`src/rtl/mfd_pkg.sv`:
```
// ----------------------------------------------------------------------------
// mfd_pkg: shared types and constants of the modulated feedback delay
// Sizes, register codes and reset values, the queue item and the sine table.
// ----------------------------------------------------------------------------
package mfd_pkg;

  localparam int STORE_DEPTH  = 131072;
  localparam int SAMPLE_BITS  = 16;
  localparam int SINE_ENTRIES = 256;
  localparam int QUEUE_DEPTH  = 2;

  localparam int PTR_W = $clog2(STORE_DEPTH);
  localparam int LEN_W = PTR_W + 1;
  localparam int IDX_W = $clog2(SINE_ENTRIES);

  // fixed register widths
  localparam int BLEN_W  = 18;
  localparam int BASE_W  = 26;
  localparam int GAIN_W  = 16;
  localparam int DEPTH_W = 16;
  localparam int STEP_W  = 32;
  localparam int CFG_IDX_W  = 3;
  localparam int CFG_DATA_W = 32;

  // register indexes
  localparam logic [CFG_IDX_W-1:0] REG_BUFFER_LENGTH  = 3'd0;
  localparam logic [CFG_IDX_W-1:0] REG_BASE_DELAY     = 3'd1;
  localparam logic [CFG_IDX_W-1:0] REG_FEEDBACK_GAIN  = 3'd2;
  localparam logic [CFG_IDX_W-1:0] REG_WOW_DEPTH      = 3'd3;
  localparam logic [CFG_IDX_W-1:0] REG_FLUTTER_DEPTH  = 3'd4;
  localparam logic [CFG_IDX_W-1:0] REG_WOW_STEP       = 3'd5;
  localparam logic [CFG_IDX_W-1:0] REG_FLUTTER_STEP   = 3'd6;

  // reset values
  localparam logic [BLEN_W-1:0]  RST_BUFFER_LENGTH = 18'd131072;
  localparam logic [BASE_W-1:0]  RST_BASE_DELAY    = 26'd6144000;
  localparam logic [GAIN_W-1:0]  RST_FEEDBACK_GAIN = 16'd19661;
  localparam logic [DEPTH_W-1:0] RST_DEPTH         = 16'd0;
  localparam logic [STEP_W-1:0]  RST_WOW_STEP      = 32'd89478;
  localparam logic [STEP_W-1:0]  RST_FLUTTER_STEP  = 32'd715828;

  localparam logic [63:0] PI_Q30 = 64'd3373259426;

  typedef struct packed {
    logic [LEN_W-1:0]   len;          // clamped to 2..STORE_DEPTH
    logic [BASE_W-1:0]  base_delay;
    logic [GAIN_W-1:0]  feedback_gain;
    logic [DEPTH_W-1:0] wow_depth;
    logic [DEPTH_W-1:0] flutter_depth;
    logic [STEP_W-1:0]  wow_step;
    logic [STEP_W-1:0]  flutter_step;
  } cfg_t;

  typedef struct packed {
    logic signed [SAMPLE_BITS-1:0] sample;
    logic [PTR_W-1:0]              delay;
  } qitem_t;

  typedef struct packed {
    logic full;
    logic empty;
  } qstat_t;

  typedef logic [15:0] sine_tab_t [0:SINE_ENTRIES];

  // quarter-wave sine in Q1.15, Taylor series in Q30, evaluated at elaboration
  function automatic sine_tab_t build_sine();
    sine_tab_t   tab;
    logic [63:0] x;
    logic [63:0] x2;
    logic [63:0] sum;
    logic [63:0] term;
    logic [63:0] q;
    for (int i = 0; i <= SINE_ENTRIES; i++) begin
      x    = (64'(i) * PI_Q30) / 64'(2 * SINE_ENTRIES);
      x2   = (x * x) >> 30;
      sum  = x;
      term = x;
      for (int k = 1; k <= 7; k++) begin
        term = ((term * x2) >> 30) / 64'((2 * k) * (2 * k + 1));
        if ((k & 1) == 1) begin
          sum = sum - term;
        end else begin
          sum = sum + term;
        end
      end
      q = (sum + 64'd16384) >> 15;
      if (q > 64'd32767) begin
        q = 64'd32767;
      end
      tab[i] = q[15:0];
    end
    return tab;
  endfunction

  localparam sine_tab_t SINE_TAB = build_sine();

endpackage

```
`src/rtl/mfd_queue.sv`:
```
// ----------------------------------------------------------------------------
// mfd_queue: short item queue between front and back
// Flop-based FIFO, first-word fall-through read.
// ----------------------------------------------------------------------------
module mfd_queue import mfd_pkg::*; (
  input  logic   clk_i,
  input  logic   rst_ni,
  input  logic   push_i,
  input  qitem_t push_item_i,
  input  logic   pop_i,
  output qitem_t pop_item_o,
  output qstat_t stat_o
);

  localparam int QP_W = (QUEUE_DEPTH > 1) ? $clog2(QUEUE_DEPTH) : 1;
  localparam int QC_W = $clog2(QUEUE_DEPTH + 1);

  qitem_t           mem_q [QUEUE_DEPTH];
  logic [QP_W-1:0]  wr_ptr_q, wr_ptr_d;
  logic [QP_W-1:0]  rd_ptr_q, rd_ptr_d;
  logic [QC_W-1:0]  count_q, count_d;

  function automatic logic [QP_W-1:0] ptr_inc(logic [QP_W-1:0] p);
    logic [QP_W-1:0] r;
    if (p == QP_W'(QUEUE_DEPTH - 1)) begin
      r = '0;
    end else begin
      r = p + 1'b1;
    end
    return r;
  endfunction

  assign pop_item_o   = mem_q[rd_ptr_q];
  assign stat_o.full  = (count_q == QC_W'(QUEUE_DEPTH));
  assign stat_o.empty = (count_q == '0);

  always_comb begin
    wr_ptr_d = push_i ? ptr_inc(wr_ptr_q) : wr_ptr_q;
    rd_ptr_d = pop_i  ? ptr_inc(rd_ptr_q) : rd_ptr_q;
    count_d  = count_q;
    if (push_i && !pop_i) begin
      count_d = count_q + 1'b1;
    end else if (pop_i && !push_i) begin
      count_d = count_q - 1'b1;
    end
  end

  always_ff @(posedge clk_i or negedge rst_ni) begin
    if (!rst_ni) begin
      wr_ptr_q <= '0;
      rd_ptr_q <= '0;
      count_q  <= '0;
    end else begin
      wr_ptr_q <= wr_ptr_d;
      rd_ptr_q <= rd_ptr_d;
      count_q  <= count_d;
    end
  end

  always_ff @(posedge clk_i) begin
    if (push_i) begin
      mem_q[wr_ptr_q] <= push_item_i;
    end
  end

endmodule

```
`config.mk`:
```
export PLATFORM = sky130hd
export DESIGN_NAME = mfd_queue
export DESIGN_NICKNAME = d
export VERILOG_FILES = /design/src/rtl/mfd_pkg.sv /design/src/rtl/mfd_queue.sv
export SDC_FILE = /design/constraint.sdc
export NUM_CORES = 1
export LEC_CHECK = 0
export BUFFER_PORTS_ARGS = -buffer_cell sky130_fd_sc_hd__buf_2
export CORE_UTILIZATION = 52
export CTS_CLUSTER_DIAMETER = 80
export DETAILED_ROUTE_END_ITERATION = 6
export GPL_TIMING_DRIVEN = 0
export HOLD_SLACK_MARGIN = 0.15
export PLACE_DENSITY = 0.79
export SLEW_MARGIN = 15
export SYNTH_ARGS = -nofsm -noshare
export SYNTH_HDL_FRONTEND = slang
export SYNTH_SLANG_ARGS = --single-unit
```
`constraint.sdc`:
```
create_clock -name clk_i -period 2.7 [get_ports clk_i]
set_input_delay 0.27 -clock clk_i [delete_from_list [all_inputs] [get_ports clk_i]]
set_output_delay 0.27 -clock clk_i [all_outputs]
set_load 0.02 [all_outputs]
```
==> impl_table.tex, run 1 <==
\begin{tabular}{lr}
\hline
Metric & Value \\
\hline
\multicolumn{2}{l}{\textbf{Run status}} \\
Outcome & finished clean \\
\multicolumn{2}{l}{\textbf{Setup path}} \\
Crit Path Max Fanout & 10 \\
R2r startpoint & wr\_ptr\_q\$\_DFFE\_PN0P\_ \\
Capturing element type of the critical path & primary output \\
Critical path arrival & around 1400 ps \\
Slowest-stage cell, CP & sky130\_fd\_sc\_hd\_\_dfrtp\_1 \\
Slack of the worst reg-to-reg path & 1180 ps \\
CP top delay family & buffers and inverters \\
Required time at the worst-slack endpoint & roughly 2400 ps \\
Cell depth of the worst flop-to-flop path & 1 \\
R2R Path End & mem\_q[1][23]\$\_DFFE\_PP\_ \\
Count of buffering cells on the critical path with inverters included & 3 \\
Type of the worst setup path & reg -> out \\
Delay of the slowest cell on the worst path & 370 ps \\
Sequence of cells on the critical path & buf\_6 -> buf\_12 -> mux2\_4 -> buf\_2 \\
Kind of start point of the critical path & register \\
\multicolumn{2}{l}{\textbf{Clock network}} \\
\# Post-CTS Setup Buffers & 0 \\
Worst-case clock buffer depth & 2 \\
H-tree lvl count & 3 \\
Clock latency reported for the late side of the worst-skew pair & 320 ps \\
Num CTS Buffers & 9 \\
Count of cells resized by post-cts repair & 0 \\
Buffer cell driving the clock tree root & sky130\_fd\_sc\_hd\_\_clkbuf\_8 \\
Clock sink total & 70 \\
Clock tree from TritonCTS & yes \\
Hold buffers post-CTS & 35 \\
Clock transition at path regs & 60 ps \\
\multicolumn{2}{l}{\textbf{Timing}} \\
Final Cycle Share & 63.3\% \\
Final Max Tran Viols & 0 \\
Worst clock skew on the final layout & 3.68 ps \\
Top achievable clock speed & just under 600 MHz \\
Transition at the pin with the smallest max-transition slack & 814 ps \\
Period minus WS final & around 1700 ps \\
Headroom to the max-slew limit & 45.7\% \\
Setup repair after global routing missed its margin & no \\
Number of endpoints with negative hold slack in the final report & 0 \\
Setup violation total in the final timing report & 0 \\
\multicolumn{2}{l}{\textbf{Placed design}} \\
Placed standard-cell area & 3200 um2 \\
Final HPWL from detailed placement & 2770 um \\
Number of buffers added on ports & a little over 70 \\
Routability cong. & 0.626 \\
\multicolumn{2}{l}{\textbf{Logic synthesis}} \\
Number of nets in the synthesized netlist & $\sim$160 \\
Number of distinct standard cells referenced by the synthesized netlist & 13 \\
Sequential element share of the synthesized area & 76.5\% \\
Synth Instances & 119 \\
Flip-flop cell with the highest count after synthesis & sky130\_fd\_sc\_hd\_\_edfxtp\_1 \\
Post-Syn Area per Cell & around 23 um2 \\
Area share of the largest cell type after synthesis & between 70\% and 80\% \\
YS warnings & 0 \\
Most instantiated cells after synthesis & 66 x sky130\_fd\_sc\_hd\_\_edfxtp\_1, 29 x sky130\_fd\_sc\_hd\_\_mux2\_4, 4 x sky130\_fd\_sc\_hd\_\_dfrtp\_1, 4 x sky130\_fd\_sc\_hd\_\_mux2\_2, 4 x sky130\_fd\_sc\_hd\_\_xor2\_1 \\
Post-synth EDFFs & 66 \\
Most area-consuming cells after synthesis & sky130\_fd\_sc\_hd\_\_edfxtp\_1 73\%, sky130\_fd\_sc\_hd\_\_mux2\_4 16\%, sky130\_fd\_sc\_hd\_\_dfrtp\_1 3.7\% \\
Yosys reg bits & 70 \\
Cell taking the most area after synthesis & sky130\_fd\_sc\_hd\_\_edfxtp\_1 \\
Synthesized cell area & 2720 um2 \\
Share of synthesized registers carrying an async set or reset & 5.71\% \\
Leading cell type by number of instances after synthesis & sky130\_fd\_sc\_hd\_\_edfxtp\_1 \\
\multicolumn{2}{l}{\textbf{Hold path}} \\
WHS Path Cells & 2 \\
Hold crit path type & in -> reg \\
Worst-case hold path end point & wr\_ptr\_q\$\_DFFE\_PN0P\_ \\
Hold\_sp & push\_i \\
\multicolumn{2}{l}{\textbf{GRT}} \\
Initial antenna violation count & 0 \\
Global-route wire length before repair & between 7000 and 8000 um \\
Maximum number of pins on one net before global-route repair & 34 \\
Global router's overall resource usage & 18.4\% \\
Total global routing overflow & 0 \\
Vias in the first global route & 1576 \\
\multicolumn{2}{l}{\textbf{Detailed routing}} \\
Residual antenna-violating net count after detailed routing & 0 \\
Wire length per cell & between 15 and 20 um \\
Via density per instance & 4.65 \\
Via count & 1433 \\
Post-detailed-route DRC marker count & 0 \\
First-pass iteration count of the detailed router & 4 \\
Iter 0 DRT Violations & 46 \\
Final Routed Wirelength & 4800 um \\
\multicolumn{2}{l}{\textbf{Floorplan}} \\
Initial core utilization & 55.7\% \\
Core Area & 4880 um2 \\
Chip Height & 74.3 um \\
Ports & 72 \\
Horizontal die dimension & 74.3 um \\
Standard-cell row count & 25 \\
Total Die Area & around 5500 um2 \\
\multicolumn{2}{l}{\textbf{Layout}} \\
Area delta synth->final & 35.7\% \\
Share of the core filled with cells in the final layout & around 76\% \\
Number of inserted filler cells in the final layout & 303 \\
Final-stage net count & 275 \\
Antenna diode count & 0 \\
Layout cell share with drive strength beyond 1 & $\sim$50\% \\
Post-route cell area & 3690 um2 \\
\multicolumn{2}{l}{\textbf{Pwr}} \\
VDD IR-drop max & 0.855 mV \\
Power density normalized to cell area & 970 nW/um2 \\
Total leakage power & between 0.0015 and 0.002 uW \\
\multicolumn{2}{l}{\textbf{Run}} \\
Max cap viols & 0 \\
\hline
\end{tabular}
## layer usage
metal / wire, um / track usage (%) / part of all wire (%)
met4: 34 / 8.39 / 0.71
met1: 1840 / 18.7 / 38
met2: 2710 / 35.3 / 56
met5: 0 / 0 / 0
met3: 221 / 4.61 / 4.6
## power breakdown
part / switching [uW] / internal [uW]
registers: 77.2 / 1450
clock network: 328 / 317
logic: 721 / 689
total: 1130 / 2450
## cells in the final DEF, fill, tap and decap left out
| cell type | count |
|---|---|
| sky130_fd_sc_hd__clkbuf_1 | 2 |
| sky130_fd_sc_hd__inv_1 | 1 |
| sky130_fd_sc_hd__nor2b_4 | 1 |
| sky130_fd_sc_hd__clkinv_1 | 4 |
| sky130_fd_sc_hd__and2_2 | 1 |
| sky130_fd_sc_hd__ha_1 | 1 |
| sky130_fd_sc_hd__mux2_4 | 29 |
| sky130_fd_sc_hd__xnor2_1 | 1 |
| sky130_fd_sc_hd__dlygate4sd3_1 | 35 |
| sky130_fd_sc_hd__buf_6 | 1 |
| sky130_fd_sc_hd__buf_2 | 71 |
| sky130_fd_sc_hd__edfxtp_1 | 66 |
| sky130_fd_sc_hd__nor2_1 | 2 |
| sky130_fd_sc_hd__clkbuf_8 | 9 |
| sky130_fd_sc_hd__buf_12 | 3 |
| sky130_fd_sc_hd__buf_16 | 1 |
| sky130_fd_sc_hd__dfrtp_1 | 4 |
| sky130_fd_sc_hd__mux2_2 | 4 |
| sky130_fd_sc_hd__nor2b_1 | 1 |
| sky130_fd_sc_hd__xor2_1 | 4 |
## cells by family after synthesis
logic type	count (synthesis)	share of synthesized area (%)
buf+inv	5	2.76
fa+ha+maj	1	0.460
simple gates	5	0.966
mux	33	17.7
flops	70	76.5
xor+xnor	5	1.61
## final cells by class
type | count | area (um2) | area share [%]
buffer | 4 | 71.3 | 1.93
clock buffer | 11 | 131 | 3.56
clock inverter | 4 | 15.0 | 0.407
inverter | 1 | 3.75 | 0.102
multi-input combinational | 44 | 572 | 15.5
sequential | 70 | 2080 | 56.4
tap | 67 | 83.8 | 2.27
timing repair buffer | 107 | 733 | 19.9
## registers in the layout, summed over array words and instances, names as in the netlist
name      flops
wr_ptr_q      1
count_q       2
mem_q        66
rd_ptr_q      1
## stage by stage
step                      hold WS, ps  TNS [ps]  cells  worst slack, ps  total power [uW]
final                             193         0    308              991              3580
after global routing              175         0    308              921              3750
after CTS                         171         0    308              965              3610
after detailed placement         80.2         0    258             1190              2930
after global placement           74.4     -8690    257             -264              2860
after floorplan                 -25.6         0    119              388              2560
## worst max path at each step
stage / startpoint / end / cells after the start
2_1_floorplan: wr_ptr_q$_DFFE_PN0P_ / mem_q[0][0]$_DFFE_PP_ / 1
6_report: rd_ptr_q$_DFFE_PN0P_ / pop_item_o[0] / 4
3_5_place_dp: wr_ptr_q$_DFFE_PN0P_ / mem_q[1][30]$_DFFE_PP_ / 1
5_1_grt: rd_ptr_q$_DFFE_PN0P_ / pop_item_o[25] / 4
3_3_place_gp: push_i / mem_q[0][30]$_DFFE_PP_ / 2
4_1_cts: rd_ptr_q$_DFFE_PN0P_ / pop_item_o[6] / 4
Power figures use the tool's default switching activity.
==> run 2: changes to the inputs <==
- ABC_AREA: not set -> 1
- CORE_UTILIZATION: 52 -> 47
- PLACE_DENSITY: 0.79 -> 0.75
- clock period: 2.7 -> 1.55 ns (I/O delays scaled with it)
==> impl_table.tex, run 2 <==
\begin{tabular}{lr}
\hline
Metric & Value \\
\hline
\multicolumn{2}{l}{\textbf{Pwr}} \\
NetSw & 2100 uW \\
VDD IR-drop max & 1.05 mV \\
Sequential cell fraction of total power & 39.7\% \\
Power density normalized to cell area & 1730 nW/um2 \\
Total leakage power & about 0.0016 uW \\
Overall power after layout & around 6700 uW \\
Combinational share of power & 41.1\% \\
Switching part of the total & 31.3\% \\
Internal power of the cells & 4590 uW \\
Clock network power share & a little under a fifth \\
\multicolumn{2}{l}{\textbf{Placed design}} \\
Final HPWL from detailed placement & 2700 um \\
Placed standard-cell area & 3190 um2 \\
Number of buffers added on ports & 71 \\
Routability cong. & 0.668 \\
\multicolumn{2}{l}{\textbf{Logic synthesis}} \\
Leading cell type by number of instances after synthesis & sky130\_fd\_sc\_hd\_\_edfxtp\_1 \\
Number of nets in the synthesized netlist & approximately 170 \\
Most area-consuming cells after synthesis & sky130\_fd\_sc\_hd\_\_edfxtp\_1 72\%, sky130\_fd\_sc\_hd\_\_mux2\_4 16\%, sky130\_fd\_sc\_hd\_\_dfrtp\_1 3.7\% \\
Number of distinct standard cells referenced by the synthesized netlist & 14 \\
Share of synthesized registers carrying an async set or reset & 5.71\% \\
Sequential element share of the synthesized area & 76.0\% \\
YS warnings & 0 \\
Area share of the largest cell type after synthesis & between 70\% and 80\% \\
Synth Instances & 128 \\
Synthesized cell area & between 2000 and 3000 um2 \\
Post-synth EDFFs & 66 \\
Yosys reg bits & 70 \\
Cell taking the most area after synthesis & sky130\_fd\_sc\_hd\_\_edfxtp\_1 \\
Post-Syn Area per Cell & 21.4 um2 \\
Most instantiated cells after synthesis & 66 x sky130\_fd\_sc\_hd\_\_edfxtp\_1, 29 x sky130\_fd\_sc\_hd\_\_mux2\_4, 7 x sky130\_fd\_sc\_hd\_\_inv\_1 \\
Flip-flop cell with the highest count after synthesis & sky130\_fd\_sc\_hd\_\_edfxtp\_1 \\
\multicolumn{2}{l}{\textbf{Run}} \\
Max cap viols & 0 \\
\multicolumn{2}{l}{\textbf{Floorplan}} \\
Core Area & 5570 um2 \\
Standard-cell row count & 27 \\
Initial core utilization & 49.2\% \\
Ports & 72 \\
Chip Height & between 70 and 80 um \\
Total Die Area & 6140 um2 \\
Horizontal die dimension & 78.4 um \\
\multicolumn{2}{l}{\textbf{Layout}} \\
Number of inserted filler cells in the final layout & 371 \\
Largest register by flop count & mem\_q \\
Antenna diode count & 0 \\
Area delta synth->final & 41.5\% \\
Layout cell share with drive strength beyond 1 & 49.6\% \\
Share of the core filled with cells in the final layout & 69.5\% \\
Commonest non-fill, non-tap cells in the layout & 66 x sky130\_fd\_sc\_hd\_\_edfxtp\_1, 53 x sky130\_fd\_sc\_hd\_\_buf\_2, 37 x sky130\_fd\_sc\_hd\_\_dlygate4sd3\_1, 29 x sky130\_fd\_sc\_hd\_\_mux2\_4, 19 x sky130\_fd\_sc\_hd\_\_buf\_6 \\
Biggest regs & mem\_q x66, count\_q x2 \\
Post-route cell area & 3880 um2 \\
Final-stage net count & 287 \\
Most common cell after layout, fill and taps aside & sky130\_fd\_sc\_hd\_\_edfxtp\_1 \\
Max FFs per register & between 60 and 70 \\
\multicolumn{2}{l}{\textbf{GRT}} \\
Vias in the first global route & 1593 \\
Total global routing overflow & 0 \\
Global-route wire length before repair & 7090 um \\
Global router's overall resource usage & $\sim$16\% \\
Initial antenna violation count & 0 \\
Maximum number of pins on one net before global-route repair & 34 \\
\multicolumn{2}{l}{\textbf{Detailed routing}} \\
Via density per instance & 4.59 \\
Final Routed Wirelength & 4620 um \\
Post-detailed-route DRC marker count & 0 \\
Wire length per cell & 14.2 um \\
Via count & around 1.5k \\
First-pass iteration count of the detailed router & 3 \\
Residual antenna-violating net count after detailed routing & 0 \\
Iter 0 DRT Violations & 29 \\
\multicolumn{2}{l}{\textbf{Clock network}} \\
Worst-case clock buffer depth & 2 \\
Clock latency reported for the late side of the worst-skew pair & 320 ps \\
Clock tree from TritonCTS & yes \\
Clock sink total & 70 \\
Num CTS Buffers & 9 \\
H-tree lvl count & 3 \\
Buffer cell driving the clock tree root & sky130\_fd\_sc\_hd\_\_clkbuf\_8 \\
Clock transition at path regs & roughly 60 ps \\
\multicolumn{2}{l}{\textbf{Setup path}} \\
Critical path arrival & 1460 ps \\
Type of the worst setup path & reg -> out \\
Capturing element type of the critical path & primary output \\
Crit Path Max Fanout & 10 \\
Required time at the worst-slack endpoint & 1390 ps \\
Kind of start point of the critical path & register \\
\multicolumn{2}{l}{\textbf{Hold path}} \\
Hold crit path type & in -> reg \\
\multicolumn{2}{l}{\textbf{Timing}} \\
Final Max Tran Viols & 0 \\
Setup repair after global routing missed its margin & yes \\
Worst Hold Margin & between 200 and 250 ps \\
Worst clock skew on the final layout & 6.07 ps \\
Number of endpoints with negative hold slack in the final report & 0 \\
Setup slack of the critical path after layout & -60.7 ps \\
Period minus WS final & approximately 1600 ps \\
Transition at the pin with the smallest max-transition slack & 525 ps \\
Setup violation total in the final timing report & 30 \\
Headroom to the max-slew limit & 64.9\% \\
Final Cycle Share & 104\% \\
Top achievable clock speed & $\sim$620 MHz \\
\multicolumn{2}{l}{\textbf{Run status}} \\
Outcome & finished, violations left \\
Violations in the final reports & negative setup slack \\
\hline
\end{tabular}
[run 2: cell types whose count changed after synthesis, sizes merged, moves of 2 or more]
| cell | before | now |
|---|---|---|
| nor2b | 2 | 0 |
| inv | 1 | 7 |
| nand2 | 0 | 5 |
| xor2 | 4 | 2 |
[run 2: worst paths after layout]
kind	from	end	slack, ps	cells after the start
hold / removal	push_i	count_q[0]$_DFFE_PN0P_	220	3
hold reg to reg	count_q[1]$_DFFE_PN0P_	count_q[1]$_DFFE_PN0P_	540	2
max in group asynchronous	rst_ni	rd_ptr_q$_DFFE_PN0P_	640	3
setup reg to reg	wr_ptr_q$_DFFE_PN0P_	mem_q[1][25]$_DFFE_PP_	210	2
min in group asynchronous	rst_ni	count_q[1]$_DFFE_PN0P_	730	3
setup / recovery	rd_ptr_q$_DFFE_PN0P_	pop_item_o[0]	-60	4
[run 2: critical path: stages (launching register included)]
cell                      delay [ps]
sky130_fd_sc_hd__dfrtp_1         370
sky130_fd_sc_hd__buf_6           150
sky130_fd_sc_hd__buf_12          150
sky130_fd_sc_hd__mux2_4          300
sky130_fd_sc_hd__buf_2           160
[run 2: routing by layer]
layer	GRT usage (%)	routed length, um	vias to the layer above
li1	-	-	730
met1	16.8	1840	708
met2	29.2	2500	48
met3	4.42	209	9
met4	8.33	65	0
met5	0	0	-
[run 2: area by class of cell]
class / instances / area (um2) / area share [%]
Multi-Input combinational cell: 48 / 579 / 14.9
Clock buffer: 13 / 159 / 4.10
Clock inverter: 3 / 20.0 / 0.516
Inverter: 7 / 28.8 / 0.742
Tap cell: 72 / 90.1 / 2.32
Timing Repair Buffer: 109 / 846 / 21.8
Buffer: 4 / 71.3 / 1.84
Sequential cell: 70 / 2080 / 53.7
[run 2: cell families after synthesis]
logic type	count (synthesis)	synth area share, %
xor gates and xnor gates	3	0.959
and+or+nand+nor	10	1.51
adders and majority gates	1	0.457
DFF	70	76.0
buffers and inverters	11	3.56
muxes	33	17.5
[run 2: metrics by stage]
step | instances | TNS, ps | worst slack (ps)
2_1_floorplan | 128 | 0 | 45.0
3_3_place_gp | 271 | -12680 | -329
3_5_place_dp | 271 | -2260 | -70.1
4_1_cts | 325 | -2230 | -89.1
5_1_grt | 326 | -2610 | -101
6_report | 326 | -1260 | -60.7
[run 2: power by group through the flow]
stage | clock [uW] | sequential [uW] | combinational (uW)
after detailed placement | 0 | 2690 | 2380
final | 1280 | 2660 | 2750
after CTS | 1320 | 2660 | 2540
after global placement | 0 | 2670 | 2370
after global routing | 1390 | 2680 | 2910
after floorplan | 0 | 2660 | 1810
[run 2: timing repair]
item | CTS | global route
gates resized for setup | 10 | 29
endpoints found under the hold margin | 72 | 0
pin swaps | 1 | 0
hold buffers | 37 | 0
setup buffers | 0 | 1
cloned | 1 | 0
endpoints found under the setup margin | 62 | 78
==> run 3: changes to the inputs <==
--- a/config.mk
+++ b/config.mk
@@ -14,4 +14,5 @@
 export HOLD_SLACK_MARGIN = 0.15
 export PLACE_DENSITY = 0.75
+export RECOVER_POWER = 50
 export SLEW_MARGIN = 15
 export SYNTH_ARGS = -nofsm -noshare
==> constraint.sdc (replaced) <==
create_clock -name clk_i -period 1.55 [get_ports clk_i]
set_input_delay 0.155 -clock clk_i [delete_from_list [all_inputs] [get_ports clk_i]]
set_output_delay 0.155 -clock clk_i [all_outputs]
set_load 0.05 [all_outputs]
==> impl_table.tex, run 3 (synthesized netlist as in run 2, its figures left out) <==
\begin{tabular}{lr}
\hline
Metric & Value \\
\hline
\multicolumn{2}{l}{\textbf{Pwr}} \\
Sequential cell fraction of total power & between 30\% and 40\% \\
Power density normalized to cell area & 1990 nW/um2 \\
Internal power of the cells & 4810 uW \\
VDD IR-drop max & 1.32 mV \\
Switching part of the total & around two fifths \\
Overall power after layout & 7850 uW \\
Clock network power share & 16.6\% \\
Combinational share of power & about half \\
NetSw & between 3000 and 4000 uW \\
Total leakage power & $\sim$0.0016 uW \\
\multicolumn{2}{l}{\textbf{Setup path}} \\
Cell depth of the worst flop-to-flop path & 2 \\
Count of buffering cells on the critical path with inverters included & 3 \\
Critical path arrival & 1470 ps \\
CP top delay family & buffers and inverters \\
Delay of the slowest cell on the worst path & 370 ps \\
R2r startpoint & wr\_ptr\_q\$\_DFFE\_PN0P\_ \\
Crit path launch & rd\_ptr\_q\$\_DFFE\_PN0P\_ \\
Instance count on the critical path & 4 \\
Kind of start point of the critical path & register \\
R2R Path End & mem\_q[1][25]\$\_DFFE\_PP\_ \\
Slack of the worst reg-to-reg path & $\sim$220 ps \\
Required time at the worst-slack endpoint & 1390 ps \\
Sequence of cells on the critical path & buf\_6 -> buf\_12 -> mux2\_4 -> buf\_6 \\
Type of the worst setup path & reg -> out \\
Cell mode on critical path & sky130\_fd\_sc\_hd\_\_buf\_6 \\
Crit Path Max Fanout & 10 \\
Crit path capture & pop\_item\_o[5] \\
Slowest-stage cell, CP & sky130\_fd\_sc\_hd\_\_dfrtp\_1 \\
Capturing element type of the critical path & primary output \\
\multicolumn{2}{l}{\textbf{Layout}} \\
Max FFs per register & 66 \\
Commonest non-fill, non-tap cells in the layout & 66 x sky130\_fd\_sc\_hd\_\_edfxtp\_1, 37 x sky130\_fd\_sc\_hd\_\_dlygate4sd3\_1, 34 x sky130\_fd\_sc\_hd\_\_buf\_6, 29 x sky130\_fd\_sc\_hd\_\_mux2\_4, 24 x sky130\_fd\_sc\_hd\_\_clkbuf\_1 \\
Post-route cell area & between 3000 and 4000 um2 \\
Final-stage net count & 288 \\
Area delta synth->final & 44.1\% \\
Largest register by flop count & mem\_q \\
Most common cell after layout, fill and taps aside & sky130\_fd\_sc\_hd\_\_edfxtp\_1 \\
Antenna diode count & 0 \\
Biggest regs & mem\_q x66, count\_q x2 \\
Layout cell share with drive strength beyond 1 & about 40\% \\
\multicolumn{2}{l}{\textbf{Timing}} \\
Worst Hold Margin & 315 ps \\
Period minus WS final & 1620 ps \\
Headroom to the max-slew limit & 66.0\% \\
Setup slack of the critical path after layout & -72.5 ps \\
Top achievable clock speed & 616 MHz \\
Worst clock skew on the final layout & 6.03 ps \\
Transition at the pin with the smallest max-transition slack & 509 ps \\
Final Max Tran Viols & 0 \\
Number of endpoints with negative hold slack in the final report & 0 \\
Final Cycle Share & 105\% \\
Setup violation total in the final timing report & 30 \\
Setup repair after global routing missed its margin & yes \\
\multicolumn{2}{l}{\textbf{GRT}} \\
Global router's overall resource usage & roughly 16\% \\
Initial antenna violation count & 0 \\
Maximum number of pins on one net before global-route repair & 34 \\
Vias in the first global route & 1610 \\
Global-route wire length before repair & 7220 um \\
Total global routing overflow & 0 \\
\multicolumn{2}{l}{\textbf{Run status}} \\
Violations in the final reports & negative setup slack \\
Outcome & finished, violations left \\
\multicolumn{2}{l}{\textbf{Placed design}} \\
Number of buffers added on ports & 71 \\
Routability cong. & 0.668 \\
Final HPWL from detailed placement & between 2000 and 3000 um \\
Placed standard-cell area & 3190 um2 \\
\multicolumn{2}{l}{\textbf{Detailed routing}} \\
Post-detailed-route DRC marker count & 0 \\
Residual antenna-violating net count after detailed routing & 0 \\
Via count & 1510 \\
First-pass iteration count of the detailed router & 4 \\
Via density per instance & 4.62 \\
Wire length per cell & 14.3 um \\
Final Routed Wirelength & 4670 um \\
Iter 0 DRT Violations & 43 \\
\multicolumn{2}{l}{\textbf{Floorplan}} \\
Ports & 72 \\
Standard-cell row count & 27 \\
Core Area & 5570 um2 \\
Initial core utilization & 49.2\% \\
Chip Height & 78.4 um \\
Horizontal die dimension & 78.4 um \\
Total Die Area & $\sim$6000 um2 \\
\multicolumn{2}{l}{\textbf{Clock network}} \\
Num CTS Buffers & 9 \\
Clock latency reported for the late side of the worst-skew pair & 330 ps \\
Clock sink total & 70 \\
Clock transition at path regs & 60 ps \\
H-tree lvl count & 3 \\
Worst-case clock buffer depth & 2 \\
Buffer cell driving the clock tree root & sky130\_fd\_sc\_hd\_\_clkbuf\_8 \\
Clock tree from TritonCTS & yes \\
\multicolumn{2}{l}{\textbf{Hold path}} \\
Hold crit path type & in -> reg \\
\multicolumn{2}{l}{\textbf{Run}} \\
Max cap viols & 0 \\
\hline
\end{tabular}
run 3: changes by cell type in the layout (fill, tap and decap cells not counted), sizes merged:
| cell | previous run | this run |
|---|---|---|
| clkbuf | 13 | 36 |
| buf | 76 | 54 |
run 3: routing by layer:
| metal | share of wire [%] | GRT usage, % |
|---|---|---|
| met5 | 0 | 0 |
| met4 | 1.7 | 8.33 |
| met3 | 4.8 | 4.65 |
| met2 | 54 | 30.4 |
| met1 | 40 | 16.9 |
run 3: worst register-to-register path, delay by kind of cell (launching register included):
kind / cells / cell delay, ps
AND/OR/NAND/NOR: 1 / 140
flip-flops: 1 / 490
buffers and inverters: 1 / 340
run 3: worst min-delay path by stage:
stage,slack [ps],cells past startpoint,end,start
4_1_cts,200,3,count_q[0]$_DFFE_PN0P_,push_i
3_5_place_dp,-30,1,count_q[1]$_DFFE_PN0P_,rst_ni
3_3_place_gp,-30,1,count_q[1]$_DFFE_PN0P_,rst_ni
6_report,320,3,count_q[0]$_DFFE_PN0P_,push_i
2_1_floorplan,-140,0,count_q[0]$_DFFE_PN0P_,rst_ni
5_1_grt,350,3,count_q[0]$_DFFE_PN0P_,push_i
run 3: power by group through the flow:
stage	clock network (uW)	logic, uW	registers [uW]
2_1_floorplan	0	2730	2660
3_3_place_gp	0	3260	2670
3_5_place_dp	0	3270	2690
4_1_cts	1320	3850	2660
5_1_grt	1390	4060	2680
6_report	1300	3900	2650
run 3: repair_timing:
item	CTS	global route
buffers inserted	0	2
hold endpoints to repair	72	0
hold buffers	37	0
cloned	1	0
endpoints found under the setup margin	66	81
pin swaps	1	0
resized for setup	63	6
run 3: final cells by class:
cell class              count  area, um2
plain buffers               4       71.3
clock buffers              13        159
clock inverters             3       20.0
fillers                   367       1630
inverters                   7       28.8
multi-input cells          48        579
flip-flops and latches     70       2080
well taps                  72       90.1
repair buffers            110        917
run 3: through the flow:
step	util [%]	cells	setup TNS (ps)	setup WS [ps]
after floorplan	-	128	0	45.0
after global placement	57.3	271	-12680	-329
after detailed placement	57.3	271	-2260	-70.1
after CTS	70.8	325	-2490	-92.5
after global routing	70.8	327	-3050	-111
final	70.8	327	-1860	-72.5
